[src/sv/mdbs_pkg.sv]
// ----------------------------------------------------------------------------
// mdbs_pkg
// shared types and constants of the masked depth block store
// ----------------------------------------------------------------------------
`default_nettype none
package mdbs_pkg;
   localparam int MAX_BLOCKS_X_DEF = 64;
   localparam int MAX_BLOCKS_Y_DEF = 64;
   localparam int CFG_W = 7;
   localparam int CFG_IDX_W = 1;
   localparam logic [CFG_IDX_W-1:0] REG_BLOCKS_WIDE = 1'b0;
   localparam logic [CFG_IDX_W-1:0] REG_BLOCKS_HIGH = 1'b1;
   localparam logic signed [31:0] EMPTY_DEPTH = 32'sh8000_0000;
   localparam logic [31:0] FULL_MASK = 32'hFFFF_FFFF;

   localparam logic [2:0] OP_CLEAR  = 3'd0;
   localparam logic [2:0] OP_UPDATE = 3'd1;
   localparam logic [2:0] OP_QUERY  = 3'd2;
   localparam logic [2:0] OP_PIXEL  = 3'd3;
   localparam logic [2:0] OP_FLOOR  = 3'd4;

   localparam logic [1:0] VERDICT_VISIBLE  = 2'd0;
   localparam logic [1:0] VERDICT_OCCLUDED = 2'd1;
   localparam logic [1:0] VERDICT_OFFSCREEN = 2'd2;

   typedef struct packed {
      logic [2:0]         opcode;
      logic [5:0]         block_col;
      logic [5:0]         block_row;
      logic [31:0]        coverage;
      logic signed [31:0] depth_in;
      logic signed [15:0] left;
      logic signed [15:0] top;
      logic signed [15:0] right;
      logic signed [15:0] bottom;
   } req_type;

   typedef struct packed {
      logic [1:0]         verdict;
      logic signed [31:0] depth_out;
   } rsp_type;

   // controller to datapath commands
   typedef struct packed {
      logic load;      // capture request and set up walk
      logic clr_start; // reset sweep address
      logic clr_write; // write one cleared entry
      logic rd;        // issue a memory read at the current address
      logic evaluate;  // data from read is valid: compute
      logic step;      // advance walk address
   } cmd_type;

   typedef struct packed {
      logic clr_last;
      logic walk_last;
      logic hit;       // query found a visible block
      logic no_walk;   // op done without memory (offscreen, outside, no buffer)
   } sts_type;
endpackage
`default_nettype wire

[src/sv/mdbs_ctrl.sv]
// ----------------------------------------------------------------------------
// mdbs_ctrl
// sequencer for clear sweep, block walk and result handoff
// ----------------------------------------------------------------------------
`default_nettype none
module mdbs_ctrl (
   input  wire logic               clock,
   input  wire logic               reset,
   input  wire logic               csr_write,
   input  wire logic               req_valid,
   input  wire logic [2:0]         req_opcode,
   output logic                    req_ready,
   output logic                    rsp_valid,
   input  wire logic               rsp_ready,
   input  wire mdbs_pkg::sts_type  sts,
   output mdbs_pkg::cmd_type       cmd,
   output logic                    rsp_load
);
   typedef enum logic [2:0] {S_CLEAR, S_IDLE, S_SETUP, S_READ, S_EVAL, S_DONE} state_type;
   state_type state_ff;
   logic rsp_valid_ff;
   logic rsp_free;
   logic pend_clr_ff;

   assign rsp_free = !rsp_valid_ff || rsp_ready;
   assign req_ready = (state_ff == S_IDLE) && !csr_write;
   assign rsp_valid = rsp_valid_ff;

   // command decode per state
   always_comb begin
      cmd = '0;
      rsp_load = 1'b0;
      cmd.load = req_valid && req_ready;
      cmd.clr_start = csr_write ||
                      (req_valid && req_ready && req_opcode == mdbs_pkg::OP_CLEAR);
      cmd.clr_write = (state_ff == S_CLEAR);
      cmd.rd = (state_ff == S_SETUP && !sts.no_walk) || (state_ff == S_READ);
      cmd.evaluate = (state_ff == S_EVAL);
      cmd.step = (state_ff == S_EVAL);
      rsp_load = (state_ff == S_DONE) && rsp_free;
   end

   always_ff @(posedge clock) begin
      if (reset) begin
         state_ff <= S_CLEAR;
         rsp_valid_ff <= 1'b0;
      end else begin
         if (rsp_load) rsp_valid_ff <= 1'b1;
         else if (rsp_valid_ff && rsp_ready) rsp_valid_ff <= 1'b0;
         if (csr_write) begin
            state_ff <= S_CLEAR;
         end else begin
            unique case (state_ff)
               // clear request still returns one result once the sweep ends
               S_CLEAR: if (sts.clr_last) state_ff <= pend_clr_ff ? S_DONE : S_IDLE;
               S_IDLE: if (req_valid)
                  state_ff <= (req_opcode == mdbs_pkg::OP_CLEAR) ? S_CLEAR : S_SETUP;
               S_SETUP: state_ff <= sts.no_walk ? S_DONE : S_EVAL;
               S_READ: state_ff <= S_EVAL;
               S_EVAL: state_ff <= (sts.walk_last || sts.hit) ? S_DONE : S_READ;
               S_DONE: if (rsp_free) state_ff <= S_IDLE;
               default: state_ff <= S_IDLE;
            endcase
         end
      end
   end

   // pending result for a clear operation
   always_ff @(posedge clock) begin
      if (reset || csr_write) pend_clr_ff <= 1'b0;
      else if (cmd.load && req_opcode == mdbs_pkg::OP_CLEAR) pend_clr_ff <= 1'b1;
      else if (rsp_load) pend_clr_ff <= 1'b0;
   end
endmodule
`default_nettype wire

[config.mk]
export PLATFORM = sky130hd
export DESIGN_NAME = mdbs_ctrl
export DESIGN_NICKNAME = d
export VERILOG_FILES = /design/src/sv/mdbs_pkg.sv /design/src/sv/mdbs_ctrl.sv
export SDC_FILE = /design/constraint.sdc
export NUM_CORES = 1
export LEC_CHECK = 0
export ABC_AREA = 1
export BUFFER_PORTS_ARGS = -buffer_cell sky130_fd_sc_hd__clkbuf_2
export CAP_MARGIN = 20
export CORE_AREA = 4 4 41 43
export DETAILED_ROUTE_END_ITERATION = 10
export DIE_AREA = 0 0 45 47
export GPL_TIMING_DRIVEN = 0
export SLEW_MARGIN = 5
export SYNTH_ARGS = -nofsm -noshare
export SYNTH_HDL_FRONTEND = slang
export SYNTH_SLANG_ARGS = --single-unit
[constraint.sdc]
create_clock -name clock -period 1.1 [get_ports clock]
set_clock_uncertainty 0.1 [all_clocks]
set_input_delay 0.22 -clock clock [delete_from_list [all_inputs] [get_ports clock]]
set_output_delay 0.22 -clock clock [all_outputs]
set_load 0.005 [all_outputs]
== Word-level counts from Yosys, hierarchy flattened ==
Index checks and enable logic that the tools add are counted.

* Muxes and demuxes: 12
* Reductions and logical operators: 20
* Equality and inequality tests: 8

{| class="wikitable"
|+ Operators by type and width
! kind !! count
|-
| $pmux 3 s6 || 1
|-
| $mux 3 || 5
|-
| $eq 3x2->1 const B || 2
|-
| $eq 3x3->1 const B || 2
|-
| $logic_and 1x1->1 || 6
|-
| $logic_not 3->1 || 2
|-
| $ne 2x2->1 const B || 3
|-
| $logic_or 1x1->1 || 5
|-
| $mux 1 || 5
|-
| $reduce_bool 2->1 || 2
|-
| $eq 3x1->1 const B || 1
|-
| $logic_not 1->1 || 3
|-
| $reduce_and 3->1 || 1
|-
| $mux 2 || 1
|-
| $reduce_or 2->1 || 1
|}

* Input bits: 12
* Output and inout bits: 9
* Register bits: 5

== Longest topological paths before layout ==
* Depth after elaboration: 5
* Depth in mapped cells: 6
* Depth with buffers taken out: 6

== Least setup slack after synthesis ==
No wires, ideal clock.

* Path kind: reg2out
* Start point: reg state_ff[2]
* End point: out cmd[4] (netlist bit)
* Arrival time: 848 ps
* Cell stages (with the launch flop): 6
* Path buffers: 0
* Path slack: -68 ps
* Path through: dfxtp_1 > inv_2 > nand3_2 > nor3_4 > nand3_2 > nand2_1

{| class="wikitable"
|+ RTL lines
! what !! line !! source
|-
| start: declaration || mdbs_ctrl.sv:20 || <nowiki>state_type state_ff;</nowiki>
|-
| start signal: assignment || mdbs_ctrl.sv:55 || <nowiki>S_CLEAR: if (sts.clr_last) state_ff <= pend_clr_ff ? S_DONE : S_IDLE;</nowiki>
|-
| start signal: assignment || mdbs_ctrl.sv:57 || <nowiki>state_ff <= (req_opcode == mdbs_pkg::OP_CLEAR) ? S_CLEAR : S_SETUP;</nowiki>
|-
| start signal: assignment || mdbs_ctrl.sv:58 || <nowiki>S_SETUP: state_ff <= sts.no_walk ? S_DONE : S_EVAL;</nowiki>
|-
| end: declaration || mdbs_ctrl.sv:16 || <nowiki>output mdbs_pkg::cmd_type cmd,</nowiki>
|}

== Final worst setup path ==
* Start point: reg state_ff[1]
* End point: out rsp_load

* Longest elaborated chain between the ends: 2

{| class="wikitable"
|+ RTL lines
! what !! line !! source
|-
| $eq 3x3->1 || mdbs_ctrl.sv:40 || <nowiki>rsp_load = (state_ff == S_DONE) && rsp_free;</nowiki>
|-
| $logic_and 1x1->1 || mdbs_ctrl.sv:40 ||
|-
| end: declaration || mdbs_ctrl.sv:17 || <nowiki>output logic rsp_load</nowiki>
|}

No other way between the ends.

==> impl_results.md <==
- Worst Setup Start Kind: register
- Antenna Cells: 0
- Max-slew violations: 0
- Bufs and invs on worst path: 5
- CP Max Fanout: 3
- IO Count: 21
- Delay-heaviest family, CP: buffers and inverters
- CTS H-tree depth: 1
- Yosys warnings: 0
- Syn-to-layout area delta: 109%
- Clock Pin Slew Worst Setup and Hold Paths: 0.05 ns
- Drt total wl: about 1.3 mm
- Outcome: finished with violations
- Port buffer count: 20
- Max rail drop VDD: 389 µV
- Vias in the first global route: approximately 500
- Syn_area_per_cell: about 6.3 µm²
- Unique masters post-synth: 18
- Layout cells sized above 1: slightly above 60%
- Vias: around 530
- Final Non-Filler Cells: 117
- CTS Buf Count: 3
- Root Driver: clkbuf_4
- Period utilisation layout: 133%
- Placed insts: 93
- Fill count: between 100 and 150
- Pleak: 0.000392 µW
- Final hold vios: 0
- Crit end category: output pin
- Slew margin rel.: 82.9%
- Power Dens Cells: ~700 nW/µm²
- Cells after Synth: between 50 and 60
- Clock latency on the worst-skew pair: 0.25 ns
- Grt total ovfl: 0
- Most common cell after layout, fill and taps aside: clkbuf_2
- Register area share after synthesis: ~27%
- Syn nets: 70
- Endpoints failing setup: 12
- CP cell instances: inv_4 > buf_4 > nand3_2 > inv_1 > nand2_1 > inv_1 > clkbuf_2
- Antenna violations before repair: 0
- RSZ-0062 raised after global routing: true
- DPL Wire Length: 717 µm
- Global-route wire length before repair: approximately 2.1 mm
- Type of the worst min-delay path: input port to register
- Longest Clk Path Bufs: 2
- DIE HEIGHT: 47 µm
- Chip width: about 45 µm
- Largest net degree at the start of global routing: 7
- DRC: 0
- DRT Pass-1 Iters: 4
- Top-area cell type share of the netlist area: between 20% and 30%
- Vias per inst: about 4.5
- # nets final: 115
- Failing checks: setup timing
- GRT Util Overall: between 10 and 15%
- Area contributors post-synth: dfxtp_1, inv_1, nor2_1, nand3_1, nand2_1
- Max Cap Viol: 0
- 1st-iter DRT viols: 12
- Most used cell, CP: inv_1
- GP Congestion: a little under 0.8
- FF+latch count, synth: 5
- CP max stage delay: 0.35 ns
- Min Hold Slack: about 0.049 ns
- Die area: between 2000 and 2500 µm²
- Worst Tran Pin Value: 0.254 ns
- Cts hold-fix bufs: 0
- Pwr Total: around 540 µW
- Critical path required time: slightly below 0.8 ns
- Worst path arrival time: about 1.2 ns
- Critical path type: register to output pin
- Post-route ant nets: 0
- Area of the core: 1300 µm²
- Leading area contributor after synthesis: dfxtp_1
- Critical Path Slowest Stage Cell: dfxtp_4
- Num Clock Sinks: 5
- Final Util: around three fifths
- # rows: 13
- Fin crit period: around 1.5 ns
- Mapped Area: approximately 370 µm²
- Final worst slack: -0.367 ns
- CTS tree: done
- Most frequent cells in the layout: clkbuf_2, buf_4, inv_1
- Fmax: around 680 MHz
- Setup TNS: -3.71 ns
- WL/cell: roughly 11 µm
- Initial Util: 28.2%
==> sequential cells by signal (all words and copies together), names as in the netlist <==
name         flops
rsp_valid        1
pend_clr_ff      1
state_ff         3
==> worst register-to-register path: cells and delay by family (launching register included) <==
| family | cells | cell delay [ns] |
|---|---|---|
| compound gates | 1 | 0.11 |
| buf+inv | 5 | 0.51 |
| flops | 1 | 0.35 |
| simple gates | 3 | 0.30 |
==> worst paths after layout <==
path                                  start           to  slack [ns]  cells after the start
worst max-delay path            state_ff[1]     rsp_load       -0.37                      7
worst min-delay path                  reset    rsp_valid        0.05                      2
worst max register to register  state_ff[1]  pend_clr_ff       -0.36                      9
worst min register to register  pend_clr_ff  pend_clr_ff        0.37                      2
==> final cells by class <==
type                       count  area [µm²]  share of cell area (%)
timing repair buffer          40         289                    37.8
tap                           15        18.8                    2.45
clock buffer                   4        26.3                    3.44
buffer                         1        7.51                   0.982
inverter                      15        61.3                    8.02
sequential                     5         109                    14.2
multi-input combinational     37         253                    33.1
==> synthesized netlist by cell type <==
master	number
a21oi_1	4
inv_1	13
o211ai_1	1
nor3_1	1
nor2_2	3
o21ai_0	2
buf_4	1
a21oi_2	1
dfxtp_1	5
nand2_1	6
a31oi_1	1
nor2_1	8
nand4_1	1
nand3_2	2
nor3_4	1
inv_2	2
nand2_2	1
nand3_1	5
==> logic make-up after synthesis <==
logic type             after synthesis  share of synthesized area, %
AND/OR/NAND/NOR                     28                          41.0
buffers and inverters               16                          17.4
AO/OA/AOI/OAI                        9                          14.3
flip-flops                           5                          27.3
==> through the flow <==
stage          setup slack, ns  area [µm²]
2_1_floorplan          -0.0671         374
3_3_place_gp            -0.227         493
3_5_place_dp            -0.233         493
4_1_cts                 -0.437         697
5_1_grt                 -0.437         764
6_report                -0.367         764
==> power by group <==
| part | total [µW] | internal [µW] | switching, µW |
|---|---|---|---|
| Sequential | 187 | 182 | 5.64 |
| Clock | 217 | 137 | 79.4 |
| Combinational | 132 | 69.4 | 62.6 |
| Total | 536 | 388 | 148 |
==> what timing repair did <==
action | 4_1_cts | 5_1_grt
pin swaps | 7 | 6
gates cloned | 0 | 0
gates resized for setup | 17 | 11
setup buffers | 18 | 4
setup endpoints to repair | 11 | 12
==> metal layers <==
metal	GRT usage, %	wire, µm	vias up
met5	0	0	-
met4	7.02	14	0
met3	5.75	108	2
met2	28.0	730	22
met1	14.1	487	227
li1	-	-	274
(Power assumes the default switching activity.)
